File: src/sv/mcg_pkg.sv
`timescale 1ns / 1ps
// Types, codes and constants shared by the beat clock generator modules.
// No dependencies.
package mcg_pkg;

   localparam logic CMD_TICK    = 1'b0;
   localparam logic CMD_CONTROL = 1'b1;

   localparam logic MSG_REALTIME = 1'b0;
   localparam logic MSG_CONTROL  = 1'b1;

   localparam logic [7:0] ST_CLOCK = 8'hF8;
   localparam logic [7:0] ST_START = 8'hFA;
   localparam logic [7:0] ST_STOP  = 8'hFC;
   localparam logic [3:0] CC_STATUS_HI = 4'hB;

   typedef enum logic [2:0] {
      CSR_INITIAL_TEMPO        = 3'd0,
      CSR_PHASE_LIMIT          = 3'd1,
      CSR_CONTROL_CHANNEL      = 3'd2,
      CSR_STEER_CONTROLLER     = 3'd3,
      CSR_TRANSPORT_CONTROLLER = 3'd4,
      CSR_BROADCAST_CONTROLLER = 3'd5
   } csr_index_type;

   localparam logic [16:0] RESET_TEMPO      = 17'd31744;
   localparam logic [31:0] RESET_LIMIT      = 32'd640000000;
   localparam logic [3:0]  RESET_CHANNEL    = 4'd15;
   localparam logic [6:0]  RESET_STEER      = 7'd118;
   localparam logic [6:0]  RESET_TRANSPORT  = 7'd117;
   localparam logic [6:0]  RESET_BROADCAST  = 7'd119;

   localparam int TEMPO_MIN_Q8  = 10240;
   localparam int TEMPO_SPAN_Q8 = 92160;
   localparam int STEER_DIV     = 127;
   localparam int STEER_ROUND   = 63;
   localparam logic [17:0] TEMPO_HYST_Q8 = 18'd64;

   // tempo broadcast: ((t - min) * 127 + span / 2) / span, span = 1024 * 90
   localparam logic [23:0] BCAST_ROUND      = 24'd46080;
   localparam int          BCAST_SHIFT      = 10;
   localparam logic [13:0] BCAST_RECIP      = 14'd11651;
   localparam int          BCAST_RECIP_SHIFT = 20;
   localparam logic [7:0]  BCAST_MAX        = 8'd127;

   localparam int QUEUE_DEPTH = 4;
   localparam int QUEUE_PTR_W = $clog2(QUEUE_DEPTH);

   typedef logic [16:0] steer_table_type [128];

   function automatic steer_table_type build_steer_table();
      steer_table_type t;
      for (int i = 0; i < 128; i++) begin
         t[i] = 17'(TEMPO_MIN_Q8 + (i * TEMPO_SPAN_Q8 + STEER_ROUND) / STEER_DIV);
      end
      return t;
   endfunction

   localparam steer_table_type STEER_TABLE = build_steer_table();

   typedef struct packed {
      logic [31:0] limit;
      logic [3:0]  channel;
      logic [6:0]  steer;
      logic [6:0]  transport;
      logic [6:0]  broadcast;
   } cfg_type;

   typedef struct packed {
      logic        xport_vld;
      logic        xport_start;
      logic        clock_vld;
      logic        bcast_vld;
      logic [13:0] bcast_y;
   } job_type;

endpackage

File: src/sv/mcg_queue.sv
`timescale 1ns / 1ps
// Short job queue between the front and the back of the beat clock generator.
// Depends on mcg_pkg.
module mcg_queue (
   input  logic             clock,
   input  logic             reset,
   input  logic             push,
   input  mcg_pkg::job_type push_job,
   input  logic             pop,
   output mcg_pkg::job_type head_job,
   output logic             nonempty,
   output logic             full
);

   localparam int CW = $clog2(mcg_pkg::QUEUE_DEPTH + 1);

   mcg_pkg::job_type                   slot_ff [mcg_pkg::QUEUE_DEPTH];
   logic [mcg_pkg::QUEUE_PTR_W-1:0]    wr_ptr_ff, wr_ptr_in;
   logic [mcg_pkg::QUEUE_PTR_W-1:0]    rd_ptr_ff, rd_ptr_in;
   logic [CW-1:0]                      count_ff, count_in;

   assign nonempty = count_ff != '0;
   assign full     = count_ff == CW'(mcg_pkg::QUEUE_DEPTH);
   assign head_job = slot_ff[rd_ptr_ff];

   always_comb begin
      wr_ptr_in = wr_ptr_ff;
      rd_ptr_in = rd_ptr_ff;
      count_in  = count_ff;
      if (push) begin
         wr_ptr_in = wr_ptr_ff + 1'b1;
      end
      if (pop) begin
         rd_ptr_in = rd_ptr_ff + 1'b1;
      end
      if (push && !pop) begin
         count_in = count_ff + 1'b1;
      end else if (pop && !push) begin
         count_in = count_ff - 1'b1;
      end
   end

   always_ff @(posedge clock) begin
      if (reset) begin
         wr_ptr_ff <= '0;
         rd_ptr_ff <= '0;
         count_ff  <= '0;
      end else begin
         wr_ptr_ff <= wr_ptr_in;
         rd_ptr_ff <= rd_ptr_in;
         count_ff  <= count_in;
      end
   end

   always_ff @(posedge clock) begin
      if (push) begin
         slot_ff[wr_ptr_ff] <= push_job;
      end
   end

   a_count_bound: assert property (@(posedge clock) disable iff (reset)
      count_ff <= CW'(mcg_pkg::QUEUE_DEPTH))
      else $error("job queue count above depth");

   a_no_pop_empty: assert property (@(posedge clock) disable iff (reset)
      pop |-> nonempty)
      else $error("job queue popped while empty");

endmodule

File: src/sv/mcg_front.sv
`timescale 1ns / 1ps
// Front of the beat clock generator: takes ticks and controller words, keeps
// tempo, phase, transport and beat state, and queues the messages due. Depends on mcg_pkg.
module mcg_front #(
   parameter int PULSES_PER_BEAT = 24
) (
   input  logic             clock,
   input  logic             reset,
   input  logic             req_valid,
   output logic             req_stall,
   input  logic             req_cmd,
   input  logic [3:0]       req_in_channel,
   input  logic [6:0]       req_in_controller,
   input  logic [6:0]       req_in_value,
   input  mcg_pkg::cfg_type cfg,
   input  logic             tempo_load,
   input  logic [16:0]      tempo_load_value,
   input  logic             queue_full,
   output logic             push,
   output mcg_pkg::job_type push_job
);

   localparam int BW = (PULSES_PER_BEAT > 1) ? $clog2(PULSES_PER_BEAT) : 1;

   logic [16:0]   tempo_ff, tempo_in;
   logic [31:0]   phase_ff, phase_in;
   logic          playing_ff, playing_in;
   logic          sent_known_ff, sent_known_in;
   logic          sent_play_ff, sent_play_in;
   logic [BW-1:0] beat_ff, beat_in;

   logic          accept;
   logic [32:0]   sum;
   logic [32:0]   wrapped;
   logic          wrap;
   logic          over;
   logic [16:0]   steer_tempo;
   logic [17:0]   steer_diff;
   logic          steer_apply;
   logic          xport_need;
   logic          beat_last;
   logic [16:0]   bdelta;
   logic [23:0]   bsum;
   logic [13:0]   bcast_y;

   assign req_stall = queue_full;
   assign accept    = req_valid && !queue_full;

   assign sum     = {1'b0, phase_ff} + 33'(tempo_ff);
   assign wrap    = sum >= 33'(cfg.limit);
   assign over    = sum >= {cfg.limit, 1'b0};
   assign wrapped = sum - 33'(cfg.limit);

   assign steer_tempo = mcg_pkg::STEER_TABLE[req_in_value];
   assign steer_diff  = {1'b0, steer_tempo} - {1'b0, tempo_ff};
   assign steer_apply = (!steer_diff[17] && steer_diff > mcg_pkg::TEMPO_HYST_Q8) ||
                        (steer_diff[17] && (18'd0 - steer_diff) > mcg_pkg::TEMPO_HYST_Q8);

   assign xport_need = !sent_known_ff || (sent_play_ff != playing_ff);
   assign beat_last  = beat_ff == BW'(PULSES_PER_BEAT - 1);

   assign bdelta  = tempo_ff - 17'(mcg_pkg::TEMPO_MIN_Q8);
   assign bsum    = {bdelta, 7'b0} - 24'(bdelta) + mcg_pkg::BCAST_ROUND;
   assign bcast_y = (tempo_ff > 17'(mcg_pkg::TEMPO_MIN_Q8)) ?
                    bsum[mcg_pkg::BCAST_SHIFT +: 14] : 14'd0;

   always_comb begin
      tempo_in      = tempo_ff;
      phase_in      = phase_ff;
      playing_in    = playing_ff;
      sent_known_in = sent_known_ff;
      sent_play_in  = sent_play_ff;
      beat_in       = beat_ff;
      push          = 1'b0;
      push_job      = '0;
      if (accept) begin
         if (req_cmd == mcg_pkg::CMD_CONTROL) begin
            if (req_in_channel == cfg.channel) begin
               if (req_in_controller == cfg.steer) begin
                  if (steer_apply) begin
                     tempo_in = steer_tempo;
                  end
               end else if (req_in_controller == cfg.transport) begin
                  playing_in = req_in_value[6];
               end
            end
         end else if (!wrap) begin
            phase_in = sum[31:0];
         end else begin
            phase_in = over ? (cfg.limit - 32'd1) : wrapped[31:0];
            push_job.xport_vld   = xport_need;
            push_job.xport_start = playing_ff;
            push_job.clock_vld   = playing_ff;
            push_job.bcast_vld   = playing_ff && beat_last;
            push_job.bcast_y     = bcast_y;
            push = xport_need || playing_ff;
            if (xport_need) begin
               sent_known_in = 1'b1;
               sent_play_in  = playing_ff;
            end
            if (playing_ff) begin
               beat_in = beat_last ? '0 : beat_ff + 1'b1;
            end
         end
      end
      if (tempo_load) begin
         tempo_in = tempo_load_value;
      end
   end

   always_ff @(posedge clock) begin
      if (reset) begin
         tempo_ff      <= mcg_pkg::RESET_TEMPO;
         phase_ff      <= '0;
         playing_ff    <= 1'b1;
         sent_known_ff <= 1'b0;
         sent_play_ff  <= 1'b0;
         beat_ff       <= '0;
      end else begin
         tempo_ff      <= tempo_in;
         phase_ff      <= phase_in;
         playing_ff    <= playing_in;
         sent_known_ff <= sent_known_in;
         sent_play_ff  <= sent_play_in;
         beat_ff       <= beat_in;
      end
   end

   a_push_not_empty: assert property (@(posedge clock) disable iff (reset)
      push |-> (push_job.xport_vld || push_job.clock_vld))
      else $error("empty job queued");

endmodule

File: src/sv/mcg_back.sv
`timescale 1ns / 1ps
// Back of the beat clock generator: turns queued jobs into result words, one
// per cycle while unstalled, through an output register. Depends on mcg_pkg.
module mcg_back (
   input  logic             clock,
   input  logic             reset,
   input  mcg_pkg::cfg_type cfg,
   input  mcg_pkg::job_type head_job,
   input  logic             queue_nonempty,
   output logic             pop,
   output logic             rsp_valid,
   input  logic             rsp_stall,
   output logic             rsp_msg_kind,
   output logic [7:0]       rsp_status_byte,
   output logic [3:0]       rsp_out_channel,
   output logic [6:0]       rsp_out_controller,
   output logic [6:0]       rsp_out_value,
   output logic             rsp_last
);

   logic [2:0]  done_ff, done_in;
   logic        valid_ff, valid_in;
   logic        kind_ff, kind_in;
   logic [7:0]  status_ff, status_in;
   logic [3:0]  channel_ff, channel_in;
   logic [6:0]  ctrl_ff, ctrl_in;
   logic [6:0]  value_ff, value_in;
   logic        last_ff, last_in;

   logic        load;
   logic        rem_x, rem_c, rem_b;
   logic        sel_x, sel_c;
   logic        is_last;
   logic [27:0] bprod;
   logic [7:0]  bquot;
   logic [6:0]  bvalue;

   assign rem_x = head_job.xport_vld && !done_ff[0];
   assign rem_c = head_job.clock_vld && !done_ff[1];
   assign rem_b = head_job.bcast_vld && !done_ff[2];
   assign sel_x = rem_x;
   assign sel_c = !rem_x && rem_c;
   assign is_last = sel_x ? !(rem_c || rem_b) : (sel_c ? !rem_b : 1'b1);

   assign bprod  = 28'(head_job.bcast_y) * 28'(mcg_pkg::BCAST_RECIP);
   assign bquot  = bprod[mcg_pkg::BCAST_RECIP_SHIFT +: 8];
   assign bvalue = (bquot > mcg_pkg::BCAST_MAX) ? 7'(mcg_pkg::BCAST_MAX) : bquot[6:0];

   assign load = queue_nonempty && (!valid_ff || !rsp_stall);
   assign pop  = load && is_last;

   always_comb begin
      done_in    = done_ff;
      valid_in   = valid_ff;
      kind_in    = kind_ff;
      status_in  = status_ff;
      channel_in = channel_ff;
      ctrl_in    = ctrl_ff;
      value_in   = value_ff;
      last_in    = last_ff;
      if (load) begin
         valid_in = 1'b1;
         last_in  = is_last;
         done_in  = is_last ? 3'b000 : (done_ff | {1'b0, sel_c, sel_x});
         if (sel_x || sel_c) begin
            kind_in    = mcg_pkg::MSG_REALTIME;
            status_in  = sel_c ? mcg_pkg::ST_CLOCK :
                         (head_job.xport_start ? mcg_pkg::ST_START : mcg_pkg::ST_STOP);
            channel_in = '0;
            ctrl_in    = '0;
            value_in   = '0;
         end else begin
            kind_in    = mcg_pkg::MSG_CONTROL;
            status_in  = {mcg_pkg::CC_STATUS_HI, cfg.channel};
            channel_in = cfg.channel;
            ctrl_in    = cfg.broadcast;
            value_in   = bvalue;
         end
      end else if (!rsp_stall) begin
         valid_in = 1'b0;
      end
   end

   always_ff @(posedge clock) begin
      if (reset) begin
         done_ff  <= '0;
         valid_ff <= 1'b0;
      end else begin
         done_ff  <= done_in;
         valid_ff <= valid_in;
      end
   end

   always_ff @(posedge clock) begin
      kind_ff    <= kind_in;
      status_ff  <= status_in;
      channel_ff <= channel_in;
      ctrl_ff    <= ctrl_in;
      value_ff   <= value_in;
      last_ff    <= last_in;
   end

   assign rsp_valid          = valid_ff;
   assign rsp_msg_kind       = kind_ff;
   assign rsp_status_byte    = status_ff;
   assign rsp_out_channel    = channel_ff;
   assign rsp_out_controller = ctrl_ff;
   assign rsp_out_value      = value_ff;
   assign rsp_last           = last_ff;

   a_done_clear_on_pop: assert property (@(posedge clock) disable iff (reset)
      pop |=> done_ff == 3'b000)
      else $error("job progress not cleared after pop");

endmodule

File: src/sv/midi_clock_generator.sv
`timescale 1ns / 1ps
// MIDI beat clock generator top level: configuration registers, front, job queue, back.
// Depends on mcg_pkg, mcg_front, mcg_queue, mcg_back.
//
//   channel | direction | handshake          | word
//   req_    | in        | req_valid/stall    | tick or controller message
//   rsp_    | out       | rsp_valid/stall    | realtime byte or controller change
//   csr_    | in        | csr_write          | register index and data
//
// An item is taken every cycle while the four-entry job queue has room; ticks that
// do not wrap, wraps with nothing to send and controller messages leave no job. Any
// other wrap queues one job of one to three words, which the back emits one word per
// cycle, unless the output is stalled, through its output register.
// Reset is synchronous and restores the register defaults; a stalled output holds its
// word while the front keeps taking items as long as the queue has room.
module midi_clock_generator #(
   parameter int PULSES_PER_BEAT = 24
) (
   input  logic        clock,
   input  logic        reset,
   input  logic        req_valid,
   output logic        req_stall,
   input  logic        req_cmd,
   input  logic [3:0]  req_in_channel,
   input  logic [6:0]  req_in_controller,
   input  logic [6:0]  req_in_value,
   output logic        rsp_valid,
   input  logic        rsp_stall,
   output logic        rsp_msg_kind,
   output logic [7:0]  rsp_status_byte,
   output logic [3:0]  rsp_out_channel,
   output logic [6:0]  rsp_out_controller,
   output logic [6:0]  rsp_out_value,
   output logic        rsp_last,
   input  logic        csr_write,
   input  logic [2:0]  csr_index,
   input  logic [31:0] csr_data
);

   mcg_pkg::cfg_type cfg_ff, cfg_in;
   logic             tempo_load;
   logic             queue_full;
   logic             queue_nonempty;
   logic             push;
   logic             pop;
   mcg_pkg::job_type push_job;
   mcg_pkg::job_type head_job;

   always_comb begin
      cfg_in     = cfg_ff;
      tempo_load = 1'b0;
      if (csr_write) begin
         unique case (mcg_pkg::csr_index_type'(csr_index))
            mcg_pkg::CSR_INITIAL_TEMPO:        tempo_load = 1'b1;
            mcg_pkg::CSR_PHASE_LIMIT:
               cfg_in.limit = (csr_data == '0) ? 32'd1 : csr_data;
            mcg_pkg::CSR_CONTROL_CHANNEL:      cfg_in.channel   = csr_data[3:0];
            mcg_pkg::CSR_STEER_CONTROLLER:     cfg_in.steer     = csr_data[6:0];
            mcg_pkg::CSR_TRANSPORT_CONTROLLER: cfg_in.transport = csr_data[6:0];
            mcg_pkg::CSR_BROADCAST_CONTROLLER: cfg_in.broadcast = csr_data[6:0];
            default: ;
         endcase
      end
   end

   always_ff @(posedge clock) begin
      if (reset) begin
         cfg_ff.limit     <= mcg_pkg::RESET_LIMIT;
         cfg_ff.channel   <= mcg_pkg::RESET_CHANNEL;
         cfg_ff.steer     <= mcg_pkg::RESET_STEER;
         cfg_ff.transport <= mcg_pkg::RESET_TRANSPORT;
         cfg_ff.broadcast <= mcg_pkg::RESET_BROADCAST;
      end else begin
         cfg_ff <= cfg_in;
      end
   end

   mcg_front #(
      .PULSES_PER_BEAT(PULSES_PER_BEAT)
   ) u_front (
      .clock            (clock),
      .reset            (reset),
      .req_valid        (req_valid),
      .req_stall        (req_stall),
      .req_cmd          (req_cmd),
      .req_in_channel   (req_in_channel),
      .req_in_controller(req_in_controller),
      .req_in_value     (req_in_value),
      .cfg              (cfg_ff),
      .tempo_load       (tempo_load),
      .tempo_load_value (csr_data[16:0]),
      .queue_full       (queue_full),
      .push             (push),
      .push_job         (push_job)
   );

   mcg_queue u_queue (
      .clock   (clock),
      .reset   (reset),
      .push    (push),
      .push_job(push_job),
      .pop     (pop),
      .head_job(head_job),
      .nonempty(queue_nonempty),
      .full    (queue_full)
   );

   mcg_back u_back (
      .clock             (clock),
      .reset             (reset),
      .cfg               (cfg_ff),
      .head_job          (head_job),
      .queue_nonempty    (queue_nonempty),
      .pop               (pop),
      .rsp_valid         (rsp_valid),
      .rsp_stall         (rsp_stall),
      .rsp_msg_kind      (rsp_msg_kind),
      .rsp_status_byte   (rsp_status_byte),
      .rsp_out_channel   (rsp_out_channel),
      .rsp_out_controller(rsp_out_controller),
      .rsp_out_value     (rsp_out_value),
      .rsp_last          (rsp_last)
   );

endmodule

File: config.mk
export PLATFORM = sky130hd
export DESIGN_NAME = midi_clock_generator
export DESIGN_NICKNAME = d
export VERILOG_FILES = /design/src/sv/mcg_pkg.sv /design/src/sv/mcg_queue.sv /design/src/sv/mcg_front.sv /design/src/sv/mcg_back.sv /design/src/sv/midi_clock_generator.sv
export SDC_FILE = /design/constraint.sdc
export NUM_CORES = 1
export LEC_CHECK = 0
export ABC_CLOCK_PERIOD_IN_PS = 9500
export BUFFER_PORTS_ARGS = -buffer_cell sky130_fd_sc_hd__buf_2
export CAP_MARGIN = 20
export CORE_ASPECT_RATIO = 2
export CORE_MARGIN = 3
export CORE_UTILIZATION = 30
export CTS_BUF_LIST = sky130_fd_sc_hd__clkbuf_8
export DETAILED_ROUTE_END_ITERATION = 16
export PLACE_DENSITY = 0.5
export SLEW_MARGIN = 5
export SYNTH_ARGS = -nofsm -noshare
export SYNTH_HDL_FRONTEND = slang
export SYNTH_SLANG_ARGS = --single-unit
export TNS_END_PERCENT = 100
File: constraint.sdc
create_clock -name clock -period 9.5 [get_ports clock]
set_clock_uncertainty 0.2 [all_clocks]
set_input_delay 0.475 -clock clock [delete_from_list [all_inputs] [get_ports clock]]
set_output_delay 0.475 -clock clock [all_outputs]
set_load 0.02 [all_outputs]
* Word level (Yosys, flattened, before mapping) *
Memories as Yosys holds them, arrays and structs flattened. A register that Yosys moved wholly into a read port is not among the register bits.
Cells that the tools add are included.

storage, ports and cells
  flip-flop bits (word level) = 153
  latch bits = 0
  bits in writable memories = 72
  bits in read-only memories = 2176
  memories kept = 2

operators by class
  add/subtract/negate cells = 13
  $mul = 1
  div/mod/pow operators = 0
  $lt $le $gt $ge = 7
  eq/ne operators = 12
  shift-type cells = 0
  multiplexer cells = 37
  bitwise logic cells = 5
  reduce and logical (&&, ||, !) cells = 51

memory list
  name             depth  bits a word  rd ports  clocked after Yosys merged registers in  write ports  RTL line         RTL
  (no name shown)  128    17           1         0                                        0            mcg_front.sv:54  assign steer_tempo = mcg_pkg::STEER_TABLE[req_in_value];
  u_queue.slot_ff  4      18           1         1                                        1            mcg_queue.sv:17  mcg_pkg::job_type slot_ff [mcg_pkg::QUEUE_DEPTH];

operator list
  operator                  count
  $mux W17                  8
  $mux W32                  3
  $mux W18                  3
  $gt A18 B7 Y1 const B     2
  $add A32 B17 Y33          1
  $ge A33 B32 Y1            1
  $ge A33 B33 Y1            1
  $logic_not A32 Y1         1
  $sub A32 B1 Y32 const B   1
  $sub A32 B32 Y32          1
  $mul A14 B14 Y28 const B  1
  $add A24 B16 Y24 const B  1
  $sub A24 B17 Y24          1
  $sub A1 B18 Y18 const A   1
  $sub A17 B17 Y18          1
  $gt A17 B14 Y1 const B    1
  $sub A17 B14 Y17 const B  1
  $mux W3                   5
  $eq A7 B7 Y1              2
  $mux W14                  1
  $logic_not A1 Y1          13
  $logic_and A1 B1 Y1       12
  $mux W1                   12
  $reduce_and A2 Y1         6
  27 further kinds          46

* Longest topological paths before layout *
  depth after elaboration = 15
  mapped depth = 24
  mapped depth without buffers = 23

* By module *
A second synthesis with hierarchy kept.

unflattened totals
  cell total of the unflattened synthesis = 2463
  area, all modules = 21204.1 um^2

by module, submodules not included
  module                instances  cells an instance  area each (um^2)
  mcg_front             1          1629               11612.4
  mcg_back              1          453                4370.4
  mcg_queue             1          138                3069.2
  midi_clock_generator  1          243                2152.1

* Worst setup path after synthesis *
OpenSTA, ideal clock, no wires.

  path kind = reg-to-reg
  start = register with a tool-made name
  end = register u_back.value_ff[0], in the netlist u_back.rsp_out_value[0] (data pin)
  library setup time = 0.270 ns
  arrival = 6.465 ns
  setup slack = 2.565 ns
  cell stages (with the launch flop) = 24
  path buffers = 2
  period minus slack after synthesis = 6.935 ns
  cell sequence = dfxtp_1 clkbuf_1 buf_1 mux4_2 ha_1 inv_1 fa_1 inv_1 fa_1 fa_1 inv_1 fa_1 inv_1 ha_1 ha_1 a21o_1 a21o_1 a21oi_1 o22ai_1 a32oi_1 a311oi_1 a31oi_1 o21a_1 o211ai_1

RTL lines
  what                  RTL line        RTL
  to (signal assigned)  mcg_back.sv:99  value_ff <= value_in;
  to (decl)             mcg_back.sv:27  logic [6:0] value_ff, value_in;

==> reports/results.tsv <==
metric	value	unit
cp.required	9.70	ns
detail_route.wl_per_cell	21.76	um
grt_max_degree	76	
period_share	78.95	%
synth-seq-cells	218	
postCtsHoldBufs	18	
yosysTopAreaCell	ha_1	
synth_ff_type	dfxtp_1	
endpoint_kind	flop	
h-tree-depth	2	
ys_async_sr_fraction	0	%
dpl.hpwl	57850	um
critPathArrivalTime	7.70	ns
path_class	flop to flop	
synth_edf_count	92	
post_cts_buffers	0	
drive_gt1_share	9.024	%
fmax	133.3	MHz
via_per_inst	5.472	
clock_path_buffers	3	
syn_inst	2366	
yosys_warnings	0	
start_kind	flop	
drv_cap	0	
initialDrtViolationCount	1000	
rows	133	
clock-root-buffer	clkbuf_8	
area_growth_syn_to_layout	11.09	%
grt_pass1_vias	18642	
cts_buffers	34	
ant_nets	0	
worst-path-max-fanout	10	
via_count	18156	
syn_area	20140	um2
tightest_slew	1.137	ns
power.density	350.4	nW/um2
die_width	189.2	um
fin_util	33.86	%
fin_area	22370	um2
synth_sequential_area_ratio	26.24	%
path_clk_slew	0.08	ns
yosys.area.top_type_share	15.04	%
maxSlewViolCount	0	
portBuffers	85	
wl	72210	um
final_cell_mix	nand2_1 (242), ha_1 (242), inv_1 (203), nor2_1 (174), a21oi_1 (162)	
setup_viol	0	
placed_area	21380	um2
total_leakage_power	9.523	nW
status	finished clean	
synth_cell_types	81	
dieArea	70460	um2
finalSetupTns	0	ns
io_pins	89	
grt.total_usage	20.23	%
cts_resized	0	
synthTopCellsByArea	ha_1 (15%), edfxtp_1 (14%), dfxtp_1 (13%)	
rsz0062_at_grt	false	
min_path_type	primary input to flop	
antenna_found_initial	5	
synth.avg_cell_area	8.511	um2
globalRouteOverflowTotal	0	
place.gp.congestion	0.9559	
worstSkewPairLatency	0.58	ns
dp_slack	1.795	ns
firstDrtPassIters	8	
post-route-min-period	7.500	ns
grt_pass1_wl	109900	um
finalHoldViolCount	0	
slew_headroom	23.94	%
die_height	372.4	um
route.detailed.drc	0	
setup_ws	2.000	ns
cts_tree	done	
core	66060	um2
start_util	30.48	%
vdd_drop_max	676.1	uV
cts_sinks	218	
nNetsFinal	2760	
## final timing paths
| path | from | endpoint | slack [ns] | depth (start not counted) |
|---|---|---|---|---|
| setup reg to reg | flop | u_back.rsp_out_value[4]$_SDFFCE_PN0P_ | 2.00 | 20 |
| setup / recovery | flop | u_back.rsp_out_value[4]$_SDFFCE_PN0P_ | 2.00 | 20 |
| hold reg to reg | cfg_ff[3]$_SDFFE_PP0P_ | cfg_ff[3]$_SDFFE_PP0P_ | 0.26 | 2 |
| hold / removal | csr_data[30] | cfg_ff[55]$_SDFFE_PP0P_ | 0.01 | 3 |
## cell families after synthesis
family	share of synthesized area [%]
mux	5.660
simple gates	16.81
buf+inv	5.971
fa+ha+maj	19.61
compound gates	19.47
other cells	0.01862
xor+xnor	6.219
flops	26.24
## per-layer routing
layer,track usage [%],routed length [um]
met1,19.75,25120
met2,40.21,39460
met3,2.061,2805
met4,12.13,4803
met5,0,23
## layout make-up
class	instances	area (um2)
fillers	6927	43690
multi-input cells	1838	13690
flip-flops and latches	218	5285
well taps	877	1097
inverters	201	754.5
repair buffers	120	730.7
clock buffers	36	495.5
clock inverters	25	307.8
diodes	3	7.507
## registers in the layout, summed over array words and instances, names as in the netlist, named ones only
signal                     count
u_queue.slot_ff               68
cfg_ff                        57
u_front.phase_ff              32
u_front.tempo_ff              17
u_back.rsp_out_controller      7
u_back.rsp_out_value           7
u_front.beat_ff                5
u_back.rsp_out_channel         4
u_back.rsp_status_byte         4
u_queue.count_ff               3
u_back.done_ff                 2
u_queue.rd_ptr_ff              2
u_queue.wr_ptr_ff              2
u_back.rsp_last                1
u_back.rsp_msg_kind            1
u_back.rsp_valid               1
u_front.playing_ff             1
u_front.sent_known_ff          1
u_front.sent_play_ff           1
## power breakdown
part           total, mW  switching (mW)  internal, mW
combinational       5.64            3.29          2.34
sequential          1.22          0.0711          1.15
clock              0.981           0.431         0.550
total               7.84            3.79          4.05
## cells in the mapped netlist (33+ instances only)
| master | n |
|---|---|
| ha_1 | 242 |
| a21o_1 | 47 |
| edfxtp_1 | 92 |
| fa_1 | 46 |
| a211oi_1 | 37 |
| a31oi_1 | 48 |
| o21ai_0 | 118 |
| nor2_1 | 175 |
| inv_1 | 200 |
| mux2i_1 | 52 |
| xnor2_1 | 99 |
| clkbuf_1 | 80 |
| nor3_1 | 37 |
| a21oi_1 | 163 |
| nand2_1 | 242 |
| xor2_1 | 44 |
| nand3_1 | 51 |
| and3_1 | 33 |
| dfxtp_1 | 126 |
| o211ai_1 | 49 |
## critical path, cell delays in order (launching register included)
cell	delay (ns)
dfxtp_1	0.81
buf_4	0.34
mux4_2	0.64
ha_1	0.32
inv_1	0.08
fa_1	0.48
inv_1	0.05
fa_1	0.50
fa_1	0.51
ha_1	0.31
ha_1	0.30
ha_1	0.30
and3_1	0.17
nand3_1	0.15
a211oi_1	0.45
and3_1	0.22
a32oi_1	0.10
a311oi_1	0.68
a31oi_1	0.25
o21a_1	0.30
o211ai_1	0.14
## through the flow
step	instances	total power [mW]	hold slack, ns
global route	3316	8.792	0.003876
global placement	3235	6.819	0.2402
detailed placement	3235	6.896	0.2507
finish	3318	7.840	0.01389
floorplan	2368	5.339	0.2317
CTS	3314	7.949	0.002560
(Power assumes the default switching activity.)
